`config.mk`:
```
export PLATFORM = sky130hd
export DESIGN_NAME = nal_unit_filter_and_pic_type
export DESIGN_NICKNAME = d
export VERILOG_FILES = /design/src/rtl/nalf_pkg.sv /design/src/rtl/nalf_fifo.sv /design/src/rtl/nalf_front.sv /design/src/rtl/nalf_back.sv /design/src/rtl/nal_unit_filter_and_pic_type.sv
export SDC_FILE = /design/constraint.sdc
export NUM_CORES = 1
export LEC_CHECK = 0
export BUFFER_PORTS_ARGS = -buffer_cell sky130_fd_sc_hd__buf_2
export CORE_UTILIZATION = 55
export CTS_BUF_LIST = sky130_fd_sc_hd__clkbuf_2 sky130_fd_sc_hd__clkbuf_4 sky130_fd_sc_hd__clkbuf_8
export DETAILED_ROUTE_END_ITERATION = 10
export MAX_ROUTING_LAYER = met4
export PLACE_DENSITY = 0.77
export SKIP_LAST_GASP = 1
export SLEW_MARGIN = 40
export SYNTH_ARGS = -nofsm -noshare
export SYNTH_HDL_FRONTEND = slang
export SYNTH_SLANG_ARGS = --single-unit
```
`constraint.sdc`:
```
create_clock -name clk -period 18.7 [get_ports clk]
set_clock_uncertainty 0.05 [all_clocks]
set_input_delay 2.805 -clock clk [delete_from_list [all_inputs] [get_ports clk]]
set_output_delay 2.805 -clock clk [all_outputs]
set_load 0.05 [all_outputs]
```
`src/rtl/nalf_pkg.sv`:
```
// nalf_pkg: shared types and constants for the nal unit filter
// beat payload structs, queue job record, nal type codes
// no dependencies
`default_nettype none

package nalf_pkg;

  localparam int MAX_PREFIX_BYTES_DEF = 4;
  localparam int QUEUE_DEPTH_DEF      = 4;

  localparam logic [2:0] LEN_SIZE_RESET = 3'd4;

  // nal unit type codes
  localparam logic [4:0] NAL_SLICE  = 5'd1;
  localparam logic [4:0] NAL_IDR    = 5'd5;
  localparam logic [4:0] NAL_AUD    = 5'd9;
  localparam logic [4:0] NAL_FILLER = 5'd12;
  localparam logic [4:0] NAL_AUX    = 5'd19;

  // primary_pic_type codes
  localparam logic [3:0] PIC_I        = 4'd0;
  localparam logic [3:0] PIC_IP       = 4'd1;
  localparam logic [3:0] PIC_IPB      = 4'd2;
  localparam logic [3:0] PIC_SI       = 4'd3;
  localparam logic [3:0] PIC_SI_SP    = 4'd4;
  localparam logic [3:0] PIC_I_SI     = 4'd5;
  localparam logic [3:0] PIC_IP_SPSI  = 4'd6;
  localparam logic [3:0] PIC_ALL      = 4'd7;
  localparam logic [3:0] PIC_NONE     = 4'd8;

  localparam logic KIND_DATA    = 1'b0;
  localparam logic KIND_SUMMARY = 1'b1;

  typedef struct packed {
    logic [7:0] in_byte;
    logic       last_byte;
  } in_item_t;

  typedef struct packed {
    logic        out_kind;
    logic [7:0]  out_byte;
    logic        run_end;
    logic        aud_seen;
    logic [3:0]  picture_type;
    logic [31:0] kept_length;
    logic        status;
  } out_item_t;

  // work handed from front to back, prefix bytes travel beside it
  typedef struct packed {
    logic        has_data;
    logic [7:0]  data_byte;
    logic        has_sum;
    logic        aud;
    logic [3:0]  pic;
    logic [31:0] len;
    logic        status;
  } job_t;

endpackage

`default_nettype wire

```
`src/rtl/nalf_fifo.sv`:
```
// nalf_fifo: small show-ahead queue between parser front and result back
// generic width and depth, flip-flop storage
// no package dependencies
`default_nettype none

module nalf_fifo #(
  parameter int WIDTH = 8,
  parameter int DEPTH = 4
) (
  input  wire logic             clk,
  input  wire logic             rst,
  input  wire logic             push,
  input  wire logic [WIDTH-1:0] din,
  input  wire logic             pop,
  output logic [WIDTH-1:0]      dout,
  output logic                  full,
  output logic                  empty
);

  localparam int PW = (DEPTH > 1) ? $clog2(DEPTH) : 1;
  localparam int CW = $clog2(DEPTH + 1);

  logic [WIDTH-1:0] mem [DEPTH];
  logic [PW-1:0]    wr_ptr;
  logic [PW-1:0]    rd_ptr;
  logic [CW-1:0]    count;

  logic do_push;
  logic do_pop;

  assign do_push = push && !full;
  assign do_pop  = pop && !empty;
  assign full    = (count == CW'(DEPTH));
  assign empty   = (count == '0);
  assign dout    = mem[rd_ptr];

  always_ff @(posedge clk) begin
    if (do_push) begin
      mem[wr_ptr] <= din;
    end
  end

  always_ff @(posedge clk) begin
    if (rst) begin
      wr_ptr <= '0;
      rd_ptr <= '0;
      count  <= '0;
    end else begin
      if (do_push) begin
        wr_ptr <= (wr_ptr == PW'(DEPTH - 1)) ? '0 : wr_ptr + 1'b1;
      end
      if (do_pop) begin
        rd_ptr <= (rd_ptr == PW'(DEPTH - 1)) ? '0 : rd_ptr + 1'b1;
      end
      if (do_push && !do_pop) begin
        count <= count + 1'b1;
      end else if (do_pop && !do_push) begin
        count <= count - 1'b1;
      end
    end
  end

endmodule

`default_nettype wire

```
`src/rtl/nalf_front.sv`:
```
// nalf_front: accepts stream beats, parses prefixes, unit types and slice headers
// emits one job per beat that yields results; holds the length_size register
// depends on nalf_pkg
`default_nettype none

module nalf_front #(
  parameter int MAX_PREFIX_BYTES = nalf_pkg::MAX_PREFIX_BYTES_DEF,
  localparam int PCW = $clog2(MAX_PREFIX_BYTES + 1)
) (
  input  wire logic                          clk,
  input  wire logic                          rst,
  input  wire logic                          cfg_we,
  input  wire logic [2:0]                    cfg_wdata,
  input  wire logic                          in_valid,
  output logic                               in_ready,
  input  wire nalf_pkg::in_item_t            in_data,
  input  wire logic                          q_full,
  output logic                               push,
  output logic [MAX_PREFIX_BYTES*8-1:0]      pre_vec,
  output logic [PCW-1:0]                     pre_cnt,
  output nalf_pkg::job_t                     job
);

  import nalf_pkg::*;

  localparam int IW = (MAX_PREFIX_BYTES > 1) ? $clog2(MAX_PREFIX_BYTES) : 1;

  typedef enum logic [2:0] {
    PH_PREFIX = 3'b001,
    PH_TYPE   = 3'b010,
    PH_BODY   = 3'b100
  } phase_t;

  typedef enum logic [2:0] {
    G_IDLE = 3'b001,
    G_SKIP = 3'b010,
    G_TYPE = 3'b100
  } gstage_t;

  typedef struct packed {
    gstage_t    stage;
    logic [5:0] zr;
    logic [5:0] sl;
    logic [4:0] sv;
    logic [4:0] types;
  } gol_t;

  function automatic gol_t gol_done(gol_t g);
    gol_t       r;
    logic [5:0] v;
    r = g;
    v = '0;
    if (g.stage == G_SKIP) begin
      r.stage = G_TYPE;
      r.zr    = '0;
      r.sv    = '0;
    end else begin
      if (g.zr <= 6'd3) begin
        v = ((6'd1 << g.zr) - 6'd1) + {1'b0, g.sv};
        if (v >= 6'd5) v = v - 6'd5;
        if (v < 6'd5) r.types = r.types | (5'd1 << v[2:0]);
      end
      r.stage = G_IDLE;
    end
    return r;
  endfunction

  function automatic gol_t gol_bit(gol_t g, logic b);
    gol_t r;
    r = g;
    if (g.stage == G_SKIP || g.stage == G_TYPE) begin
      if (g.sl != '0) begin
        r.sv = {g.sv[3:0], b};
        r.sl = g.sl - 6'd1;
        if (r.sl == '0) r = gol_done(r);
      end else if (!b) begin
        if (g.zr >= 6'd31) r.stage = G_IDLE;
        else r.zr = g.zr + 6'd1;
      end else if (g.zr == '0) begin
        r = gol_done(r);
      end else begin
        r.sl = g.zr;
        r.sv = '0;
      end
    end
    return r;
  endfunction

  // one byte, msb first
  function automatic gol_t gol_byte(gol_t g, logic [7:0] d);
    gol_t r;
    r = g;
    for (int s = 7; s >= 0; s--) begin
      r = gol_bit(r, d[3'(s)]);
    end
    return r;
  endfunction

  function automatic logic [3:0] pic_of(logic [4:0] f);
    logic [3:0] p;
    priority if (f[1]) p = (f[3] || f[4]) ? PIC_ALL : PIC_IPB;
    else if (f[0])     p = (f[3] || f[4]) ? PIC_IP_SPSI : PIC_IP;
    else if (f[2])     p = f[4] ? PIC_I_SI : PIC_I;
    else if (f[4])     p = f[3] ? PIC_SI_SP : PIC_SI;
    else               p = PIC_NONE;
    return p;
  endfunction

  // registers
  logic [2:0]  length_size;
  phase_t      phase, phase_next;
  logic [PCW-1:0] pc, pc_next;
  logic [31:0] bytes_left, bytes_left_next;
  logic        keep_unit, keep_unit_next;
  gol_t        gol, gol_next;
  logic        aud, aud_next;
  logic [31:0] out_count, out_count_next;
  logic        fail, fail_next;
  logic [7:0]  pf [MAX_PREFIX_BYTES];

  logic        in_fire;
  logic [2:0]  eff_len;
  logic [PCW-1:0] pc_inc;
  logic [31:0] bl_base;
  logic [31:0] bl_dec;
  logic [32:0] cnt_sum;
  logic [4:0]  nal_type;
  logic        bad;

  assign in_ready = !q_full;
  assign in_fire  = in_valid && in_ready;
  assign nal_type = in_data.in_byte[4:0];
  assign pc_inc   = pc + 1'b1;
  assign bl_base  = (pc == '0) ? '0 : bytes_left;
  assign bl_dec   = bytes_left - 32'd1;

  always_comb begin
    if (length_size == 3'd0) eff_len = 3'd1;
    else if (length_size > 3'(MAX_PREFIX_BYTES)) eff_len = 3'(MAX_PREFIX_BYTES);
    else eff_len = length_size;
  end

  always_comb begin
    for (int i = 0; i < MAX_PREFIX_BYTES; i++) begin
      pre_vec[i*8 +: 8] = pf[i];
    end
  end

  always_comb begin
    phase_next      = phase;
    pc_next         = pc;
    bytes_left_next = bytes_left;
    keep_unit_next  = keep_unit;
    gol_next        = gol;
    aud_next        = aud;
    out_count_next  = out_count;
    fail_next       = fail;
    push            = 1'b0;
    pre_cnt         = '0;
    job             = '0;
    cnt_sum         = '0;
    bad             = 1'b0;

    if (in_fire) begin
      if (!fail) begin
        unique case (phase)
          PH_TYPE: begin
            keep_unit_next = (nal_type != NAL_FILLER);
            gol_next.stage = G_IDLE;
            if (nal_type != NAL_FILLER) begin
              push          = 1'b1;
              pre_cnt       = pc;
              job.has_data  = 1'b1;
              job.data_byte = in_data.in_byte;
              cnt_sum       = {1'b0, out_count} + 33'(pc_inc);
              out_count_next = cnt_sum[32] ? '1 : cnt_sum[31:0];
              if (nal_type == NAL_SLICE || nal_type == NAL_IDR || nal_type == NAL_AUX) begin
                gol_next.stage = G_SKIP;
                gol_next.zr    = '0;
                gol_next.sl    = '0;
                gol_next.sv    = '0;
              end
              if (nal_type == NAL_AUD) aud_next = 1'b1;
            end
            bytes_left_next = bl_dec;
            if (bl_dec == '0) begin
              phase_next     = PH_PREFIX;
              pc_next        = '0;
              gol_next.stage = G_IDLE;
            end else begin
              phase_next = PH_BODY;
            end
          end
          PH_BODY: begin
            if (keep_unit) begin
              push          = 1'b1;
              job.has_data  = 1'b1;
              job.data_byte = in_data.in_byte;
              out_count_next = (out_count == '1) ? out_count : out_count + 32'd1;
            end
            gol_next        = gol_byte(gol, in_data.in_byte);
            bytes_left_next = bl_dec;
            if (bl_dec == '0) begin
              phase_next     = PH_PREFIX;
              pc_next        = '0;
              gol_next.stage = G_IDLE;
            end
          end
          PH_PREFIX: begin
            pc_next         = pc_inc;
            bytes_left_next = {bl_base[23:0], in_data.in_byte};
            if (3'(pc_inc) >= eff_len) begin
              if (bytes_left_next == '0) fail_next = 1'b1;
              else phase_next = PH_TYPE;
            end
          end
          default: begin
            phase_next = PH_PREFIX;
          end
        endcase
      end

      if (in_data.last_byte) begin
        bad        = fail_next || (phase_next != PH_PREFIX) || (pc_next != '0);
        push       = 1'b1;
        job.has_sum = 1'b1;
        job.aud    = bad ? 1'b0 : aud_next;
        job.pic    = bad ? PIC_NONE : pic_of(gol_next.types);
        job.len    = bad ? '0 : out_count_next;
        job.status = bad;
        // per-buffer state back to reset
        phase_next      = PH_PREFIX;
        pc_next         = '0;
        bytes_left_next = '0;
        keep_unit_next  = 1'b0;
        gol_next        = '{stage: G_IDLE, zr: '0, sl: '0, sv: '0, types: '0};
        aud_next        = 1'b0;
        out_count_next  = '0;
        fail_next       = 1'b0;
      end
    end
  end

  always_ff @(posedge clk) begin
    if (in_fire && !fail && phase == PH_PREFIX) begin
      pf[pc[IW-1:0]] <= in_data.in_byte;
    end
  end

  always_ff @(posedge clk) begin
    if (rst) begin
      length_size <= LEN_SIZE_RESET;
      phase       <= PH_PREFIX;
      pc          <= '0;
      bytes_left  <= '0;
      keep_unit   <= 1'b0;
      gol         <= '{stage: G_IDLE, zr: '0, sl: '0, sv: '0, types: '0};
      aud         <= 1'b0;
      out_count   <= '0;
      fail        <= 1'b0;
    end else begin
      if (cfg_we) length_size <= cfg_wdata;
      phase      <= phase_next;
      pc         <= pc_next;
      bytes_left <= bytes_left_next;
      keep_unit  <= keep_unit_next;
      gol        <= gol_next;
      aud        <= aud_next;
      out_count  <= out_count_next;
      fail       <= fail_next;
    end
  end

  a_last_clears: assert property (@(posedge clk) disable iff (rst)
    in_fire && in_data.last_byte |=> phase == PH_PREFIX && pc == '0 && !fail
      && out_count == '0)
    else $error("buffer state not cleared after last beat");

  a_push_room: assert property (@(posedge clk) disable iff (rst)
    push |-> !q_full)
    else $error("job pushed into full queue");

  a_fail_silent: assert property (@(posedge clk) disable iff (rst)
    fail && in_fire && !in_data.last_byte |-> !push)
    else $error("result produced after zero-length failure");

endmodule

`default_nettype wire

```
`src/rtl/nalf_back.sv`:
```
// nalf_back: expands queued jobs into result beats, one per cycle while out_ready allows
// prefix bytes, then the type or body byte, then the summary
// depends on nalf_pkg
`default_nettype none

module nalf_back #(
  parameter int MAX_PREFIX_BYTES = nalf_pkg::MAX_PREFIX_BYTES_DEF,
  localparam int PCW = $clog2(MAX_PREFIX_BYTES + 1)
) (
  input  wire logic                         clk,
  input  wire logic                         rst,
  input  wire logic                         head_valid,
  input  wire logic [MAX_PREFIX_BYTES*8-1:0] pre_vec,
  input  wire logic [PCW-1:0]               pre_cnt,
  input  wire nalf_pkg::job_t               job,
  output logic                              pop,
  output logic                              out_valid,
  input  wire logic                         out_ready,
  output nalf_pkg::out_item_t               out_data
);

  import nalf_pkg::*;

  localparam int NW = $clog2(MAX_PREFIX_BYTES + 3);
  localparam int IW = (MAX_PREFIX_BYTES > 1) ? $clog2(MAX_PREFIX_BYTES) : 1;

  logic [NW-1:0] idx;
  logic [NW-1:0] n_res;
  logic          last_res;
  logic          load;
  logic [7:0]    pre_arr [2**IW];
  out_item_t     res;

  always_comb begin
    for (int i = 0; i < 2**IW; i++) begin
      pre_arr[i] = (i < MAX_PREFIX_BYTES) ? pre_vec[i*8 +: 8] : 8'h00;
    end
  end

  assign n_res    = NW'(pre_cnt) + NW'(job.has_data) + NW'(job.has_sum);
  assign last_res = (idx == n_res - 1'b1);
  assign load     = head_valid && (!out_valid || out_ready);
  assign pop      = load && last_res;

  always_comb begin
    res         = '0;
    res.run_end = last_res;
    if (idx < NW'(pre_cnt)) begin
      res.out_kind = KIND_DATA;
      res.out_byte = pre_arr[idx[IW-1:0]];
    end else if (idx == NW'(pre_cnt) && job.has_data) begin
      res.out_kind = KIND_DATA;
      res.out_byte = job.data_byte;
    end else begin
      res.out_kind     = KIND_SUMMARY;
      res.aud_seen     = job.aud;
      res.picture_type = job.pic;
      res.kept_length  = job.len;
      res.status       = job.status;
    end
  end

  always_ff @(posedge clk) begin
    if (load) begin
      out_data <= res;
    end
  end

  always_ff @(posedge clk) begin
    if (rst) begin
      out_valid <= 1'b0;
      idx       <= '0;
    end else begin
      if (load) begin
        out_valid <= 1'b1;
        idx       <= last_res ? '0 : idx + 1'b1;
      end else if (out_ready) begin
        out_valid <= 1'b0;
      end
    end
  end

  a_sum_ends: assert property (@(posedge clk) disable iff (rst)
    out_valid && out_data.out_kind == KIND_SUMMARY |-> out_data.run_end)
    else $error("summary beat not marked as run end");

  a_fail_sum: assert property (@(posedge clk) disable iff (rst)
    out_valid && out_data.out_kind == KIND_SUMMARY && out_data.status
      |-> out_data.picture_type == PIC_NONE && out_data.kept_length == '0
        && !out_data.aud_seen)
    else $error("failure summary carries data");

  a_data_clean: assert property (@(posedge clk) disable iff (rst)
    out_valid && out_data.out_kind == KIND_DATA
      |-> out_data.kept_length == '0 && out_data.picture_type == '0
        && !out_data.status && !out_data.aud_seen)
    else $error("data beat carries summary fields");

endmodule

`default_nettype wire

```
`src/rtl/nal_unit_filter_and_pic_type.sv`:
```
// length-prefixed nal unit filter with primary picture type summary
// the first result of an accepted beat passes the job queue, then the registered output beat
// throughput: one input beat per cycle while the queue has room, one result out per cycle
//   when out_ready allows; a type byte with k held prefix bytes yields k+1 results (+1 with summary)
// a QUEUE_DEPTH job queue between parser and result sequencer absorbs those bursts
// reset: synchronous rst clears parser, queue and output; length_size returns to 4
`default_nettype none

module nal_unit_filter_and_pic_type #(
  parameter int MAX_PREFIX_BYTES = nalf_pkg::MAX_PREFIX_BYTES_DEF,
  parameter int QUEUE_DEPTH      = nalf_pkg::QUEUE_DEPTH_DEF
) (
  input  wire logic                 clk,
  input  wire logic                 rst,
  input  wire logic                 cfg_we,
  input  wire logic [2:0]           cfg_wdata,
  input  wire logic                 in_valid,
  output logic                      in_ready,
  input  wire nalf_pkg::in_item_t   in_data,
  output logic                      out_valid,
  input  wire logic                 out_ready,
  output nalf_pkg::out_item_t       out_data
);

  import nalf_pkg::*;

  localparam int PCW   = $clog2(MAX_PREFIX_BYTES + 1);
  localparam int PVW   = MAX_PREFIX_BYTES * 8;
  localparam int JW    = $bits(job_t);
  localparam int QW    = PVW + PCW + JW;

  // front side of the queue
  logic           push;
  logic [PVW-1:0] f_pre_vec;
  logic [PCW-1:0] f_pre_cnt;
  job_t           f_job;

  // back side of the queue
  logic           pop;
  logic           q_full;
  logic           q_empty;
  logic [QW-1:0]  q_dout;
  logic [PVW-1:0] b_pre_vec;
  logic [PCW-1:0] b_pre_cnt;
  job_t           b_job;

  // parser: prefix collection, unit type, slice header exp-golomb decode
  nalf_front #(
    .MAX_PREFIX_BYTES(MAX_PREFIX_BYTES)
  ) u_front (
    .clk      (clk),
    .rst      (rst),
    .cfg_we   (cfg_we),
    .cfg_wdata(cfg_wdata),
    .in_valid (in_valid),
    .in_ready (in_ready),
    .in_data  (in_data),
    .q_full   (q_full),
    .push     (push),
    .pre_vec  (f_pre_vec),
    .pre_cnt  (f_pre_cnt),
    .job      (f_job)
  );

  // job queue, one entry per beat that yields results
  nalf_fifo #(
    .WIDTH(QW),
    .DEPTH(QUEUE_DEPTH)
  ) u_queue (
    .clk  (clk),
    .rst  (rst),
    .push (push),
    .din  ({f_pre_vec, f_pre_cnt, f_job}),
    .pop  (pop),
    .dout (q_dout),
    .full (q_full),
    .empty(q_empty)
  );

  assign {b_pre_vec, b_pre_cnt, b_job} = q_dout;

  // result sequencer with registered output beat
  nalf_back #(
    .MAX_PREFIX_BYTES(MAX_PREFIX_BYTES)
  ) u_back (
    .clk       (clk),
    .rst       (rst),
    .head_valid(!q_empty),
    .pre_vec   (b_pre_vec),
    .pre_cnt   (b_pre_cnt),
    .job       (b_job),
    .pop       (pop),
    .out_valid (out_valid),
    .out_ready (out_ready),
    .out_data  (out_data)
  );

endmodule

`default_nettype wire
```
* Word level (Yosys, flattened, before mapping)
Memory sizes are Yosys's and may differ from the RTL's. A register that Yosys moved wholly into a read port is not among the register bits.
Index checks and enable logic that the tools add are counted.
** Storage, ports and cells
- Register bits after elaboration :: 160
- RAM bits :: 364
- Bits of input ports :: 17
- Output and inout port bits :: 50
- Word-level logic and storage cells :: 622
- Memories kept :: 2
** Cells by class
- Add/sub/neg operators :: 56
- Order comparisons :: 40
- Equal/unequal tests :: 36
- Shift-type cells :: 20
- Muxes and demuxes :: 360
- Bitwise operators :: 13
- Reductions and logical operators :: 70
** Memory list
- u_queue.mem :: words 4, bits a word 83, read ports 1, clocked after Yosys merged registers in 1, wr ports 1, line nalf_fifo.sv:23 : logic [WIDTH-1:0] mem [DEPTH];
- u_front.pf :: words 4, bits a word 8, read ports 4, clocked after Yosys merged registers in 0, wr ports 1, line nalf_front.sv:119 : logic [7:0] pf [MAX_PREFIX_BYTES];
** Operators with widths (number)
- $mux W25 :: 48
- $mux W6 :: 124
- $mux W5 :: 61
- $mux W32 :: 9
- $mux W9 :: 15
- $pmux W32 S2 :: 2
- $mux W3 :: 38
- $logic_not A6 Y1 :: 16
- $sub A6 B1 Y6 const B :: 16
- $mux W11 :: 8
- $add A6 B5 Y6 :: 12
- $ge A6 B3 Y1 const B :: 12
- $lt A6 B3 Y1 const B :: 12
- $sub A6 B3 Y6 const B :: 12
- $logic_not A32 Y1 :: 2
- $mux W16 :: 4
- $or A5 B5 Y5 :: 12
- $shl A1 B3 Y5 const A :: 12
- $le A6 B2 Y1 const B :: 8
- $mux W48 :: 1
- $reduce_bool A6 Y1 :: 8
- $shl A1 B6 Y6 const A :: 8
- $pmux W20 S2 :: 1
- $mux W39 :: 1
- 50 further kinds :: 153

* Logic depth before layout (Yosys ltp)
- Depth after elaboration :: 209
- Gate-level depth with buffers :: 78
- Depth with buffers taken out :: 74

* By module
Synthesis repeated with hierarchy kept, for this count alone.
** Second synthesis, totals
- Cell total of the unflattened synthesis :: 3439
- Area, all modules :: 34159.0 µm²
** Modules (own cells, without submodules)
- nalf_front :: times used 1, cells an instance 2783, area each 19202.2 µm², sequential area each 2982.9 µm²
- nalf_fifo :: times used 1, cells an instance 483, area each 12475.7 µm², sequential area each 10149.7 µm²
- nalf_back :: times used 1, cells an instance 172, area each 2477.4 µm², sequential area each 1521.5 µm²
- nal_unit_filter_and_pic_type :: times used 1, cells an instance 1, area each 3.8 µm², sequential area each 0.0 µm²

* Least setup slack after synthesis
No wires, ideal clock.
- Path type :: register -> register
- Start point :: reg u_front.gol[10] (netlist name)
- End point :: mem u_queue.mem[0][35] (netlist name) (data pin)
- Setup time :: 0.288 ns
- Data arrival time :: 13.890 ns
- Required time :: 18.362 ns
- Slack :: 4.473 ns
- Stages on the path, launching flop included :: 68
- Path buffers :: 3
- Clock period less this slack :: 14.227 ns
- Path through :: dfxtp_1 -> buf_2 -> inv_1 -> ha_1 -> nor3b_1 -> nand2_1 -> o211ai_1 -> a21boi_0 -> ha_1 -> inv_1 -> a211o_2 -> or2_2 -> o21ai_1 -> o221ai_2 -> inv_2 -> ha_1 -> nand2_1 -> nor3_1 -> (+32 left out) -> inv_2 -> nor2_1 -> nand2_1 -> ha_1 -> nor4_1 -> a21oi_1 -> o21ai_0 -> ha_1 -> xnor2_1 -> or2_2 -> clkbuf_1 -> a2111oi_2 -> nor3_1 -> or2_1 -> a2111oi_2 -> nor2_2 -> o31ai_1 -> a211oi_1
** RTL lines
- start: declaration :: line nalf_front.sv:115 : gol_t gol, gol_next;
- start signal: assignment :: line nalf_front.sv:257 : gol <= '{stage: G_IDLE, zr: '0, sl: '0, sv: '0, types: '0};
- start signal: assignment :: line nalf_front.sv:267 : gol <= gol_next;
- end: declaration :: line nalf_fifo.sv:23

==> impl_metrics.env <==
export IMPL_gr_usage_met3=0.0363
export IMPL_setup_viol=0
export IMPL_vias=28100
export IMPL_drc=0
export IMPL_antenna_found_initial=2
export IMPL_hpwl_um=66700
export IMPL_port_buffers=66
export IMPL_path_delay_family="compound AO/OA/AOI/OAI gates"
export IMPL_worstPathBufferInverterCount=8
export IMPL_routabilityCongestion=1.01
export IMPL_grt_usage=0.300
export IMPL_clkSlewWorstSetupHoldPaths_ns=0.06
export IMPL_design_die_area_mm2=0.0630
export IMPL_yosysWarnings=0
export IMPL_cts_setup_buffers=0
export IMPL_numCtsBuffers=79
export IMPL_relSlewSlack=0.368
export IMPL_synth_simple_area_share=0.181
export IMPL_globalRouteOverflowTotal=0
export IMPL_synth_seq_cells=526
export IMPL_critical_path_max_stage_delay_ns=0.67
export IMPL_dr_pass1_iters=6
export IMPL_synthesis_area_mm2=0.0341
export IMPL_synth_compound_area_frac=0.184
export IMPL_synth_area_leaders="edfxtp_1 (36%), dfxtp_1 (6.7%), mux4_2 (6.0%)"
export IMPL_syn_to_final_growth_pct=7.89
export IMPL_htree_levels=3
export IMPL_grt_max_degree=91
export IMPL_yosysTopAreaCell="edfxtp_1"
export IMPL_dieWidth_um=251
export IMPL_grt_met1_usage=0.380
export IMPL_arrival_ns=17.67
export IMPL_cts_max_path_buffers=3
export IMPL_pin_count=67
export IMPL_grt_pass1_vias=26900
export IMPL_tightestPinTransition_ns=0.933
export IMPL_p_leak_nw=13.6
export IMPL_r2r_cells=67
export IMPL_die_height_um=251
export IMPL_final_max_slew_viol_count=0
export IMPL_routed_wirelength_um=92600
export IMPL_period_share=0.928
export IMPL_status="finished clean"
export IMPL_rrSetupSlack_ns=1.35
export IMPL_crit_top_cell="ha_1"
export IMPL_core_area_mm2=0.0608
export IMPL_startpoint="u_front.gol[10]"
export IMPL_slowest_stage="a311oi_2"
export IMPL_synth_edf_count=412
export IMPL_rows=90
export IMPL_post_synth_top_count_cell="edfxtp_1"
export IMPL_start_kind="flop"
export IMPL_hp_class="flop to flop"
export IMPL_placed_area_mm2=0.0351
export IMPL_cts_root_buf="clkbuf_8"
export IMPL_grt_pass1_wl_um=147000
export IMPL_synth_distinct_cells=127
export IMPL_grt_setup_unrepaired="no"
export IMPL_synthMuxAreaShare=0.0680
export IMPL_min_from="u_back.out_valid"
export IMPL_crit_type="flop to flop"
export IMPL_cp_required_ns=19.03
export IMPL_ctsResizeCount=0
export IMPL_final_area_mm2=0.0368
export IMPL_wl_per_cell_um=21.5
export IMPL_synth_adder_area_share=0.0653
export IMPL_yosys_area_top_type_share=0.363
export IMPL_synth_top_family_by_area="compound AO/OA/AOI/OAI gates"
export IMPL_vias_per_cell=6.54
export IMPL_cts_tree="done"
export IMPL_rr_endpoint="u_queue.mem[1][35]"
export IMPL_drv_cap=0
export IMPL_finalSetupTns_ns=0
export IMPL_final_antenna_net_count=0
export IMPL_hold_viol=0
export IMPL_critPathCapture="u_queue.mem[1][35]"
export IMPL_power_density_mw_per_mm2=88.9
export IMPL_ys_async_sr_fraction=0
export IMPL_synthXorXnorAreaFrac=0.0309
export IMPL_cts_sinks=526
export IMPL_nets=3633
export IMPL_syn_area_per_cell_um2=9.97
export IMPL_grt_use_met2=0.495
export IMPL_crit_fanout=16
export IMPL_period_minus_slack_ns=17.35
export IMPL_synth_top_flop_cell="edfxtp_1"
export IMPL_worst_ir_drop_vdd_mv=0.0963
export IMPL_whs_ns=0.422
export IMPL_initial_core_util=0.561
export IMPL_netlist_instances=3423
export IMPL_path_depth=67
export IMPL_ys_seq_area_frac=0.429
export IMPL_synth_commonest_cells="edfxtp_1 (412), nor2_1 (340), nand2_1 (251)"
export IMPL_cp_end_kind="flop"
export IMPL_drive_above_1_share=0.131
export IMPL_max_freq_mhz=57.7
export IMPL_rr_startpoint="u_front.gol[10]"
export IMPL_grt_busiest_layer="met2"
export IMPL_cts_hold_buf=0
export IMPL_clock_latency_ns=0.64
export IMPL_drt_iter0_markers=2982
export IMPL_syn_nets=3609
-- placed cells by master, fill, tap and decap left out, types with 34 or more instances in the layout --
| cell type | synthesis | final |
|---|---|---|
| o22ai_1 | 51 | 51 |
| xnor2_1 | 81 | 81 |
| nor2_1 | 340 | 338 |
| nor4_1 | 36 | 34 |
| buf_2 | 18 | 65 |
| edfxtp_1 | 412 | 412 |
| a31oi_1 | 45 | 45 |
| nor3_1 | 121 | 120 |
| and2_1 | 46 | 42 |
| nand3_1 | 101 | 101 |
| dfxtp_1 | 114 | 111 |
| clkbuf_8 | 0 | 83 |
| and3_1 | 84 | 84 |
| inv_1 | 192 | 191 |
| o21ai_0 | 166 | 165 |
| mux4_2 | 91 | 91 |
| a21o_1 | 47 | 47 |
| a22oi_1 | 56 | 56 |
| ha_1 | 154 | 154 |
| nand2_1 | 251 | 251 |
| nand4_1 | 50 | 50 |
| a21oi_1 | 218 | 218 |
-- metrics by stage --
| stage | utilization | power (mW) | std cells | worst slack [ns] |
|---|---|---|---|---|
| floorplan | - | 2.07 | 3423 | 4.47 |
| global placement | 0.576 | 2.28 | 4146 | 2.29 |
| detailed placement | 0.577 | 2.30 | 4146 | 1.93 |
| CTS | 0.605 | 3.29 | 4294 | 1.81 |
| global route | 0.605 | 3.41 | 4298 | 0.0724 |
| finish | 0.605 | 3.27 | 4298 | 1.35 |
-- tightest hold or removal path: stages (launching register included) --
cell and delay [ns]:
dfxtp_1 0.32, nand2_1 0.06, a21oi_1 0.05
-- power by group --
group | internal (mW) | leakage, nW | total, mW | switching (mW)
Combinational | 0.260 | 7.93 | 0.813 | 0.553
Sequential | 1.41 | 4.79 | 1.46 | 0.0575
Clock | 0.554 | 0.893 | 0.995 | 0.441
-- final cells by class --
cell class / instances / area, um2
fillers: 4928 / 24000
multi-input cells: 2538 / 18100
flip-flops and latches: 526 / 14700
clock buffers: 102 / 1280
well taps: 782 / 978
inverters: 203 / 762
repair buffers: 99 / 593
clock inverters: 46 / 414
diodes: 2 / 5.00
-- worst min path at each step --
stage	to	slack, ns	depth (start not counted)
floorplan	u_front.gol[8]	0.41	2
global placement	u_back.out_valid	0.42	2
detailed placement	u_back.out_valid	0.42	2
CTS	u_back.out_valid	0.43	2
global route	u_back.out_valid	0.45	2
finish	u_back.out_valid	0.42	2
-- logic make-up (layout without fill, tap and decap cells) --
kind of cell	after synthesis	in the layout
DFF	526	526
xor gates and xnor gates	117	117
AOI/OAI and AO/OA	911	911
buffers and inverters	359	450
muxes	117	117
other	0	2
adders and majority gates	169	169
and+or+nand+nor	1224	1224
-- state kept, by name, summed over array words and instances (netlist names), 25 cells and up, named ones only --
| register | flops |
|---|---|
| u_front.out_count | 32 |
| u_back.out_data | 48 |
| u_front.pf | 32 |
| u_queue.mem | 332 |
| u_front.bytes_left | 32 |
| u_front.gol | 25 |
-- metal layers --
metal  part of all wire  wire [um]
met5                  0          0
met4              0.035       3260
met3              0.072       6650
met2               0.48      44800
met1               0.41      37900
Power figures use the tool's default switching activity.
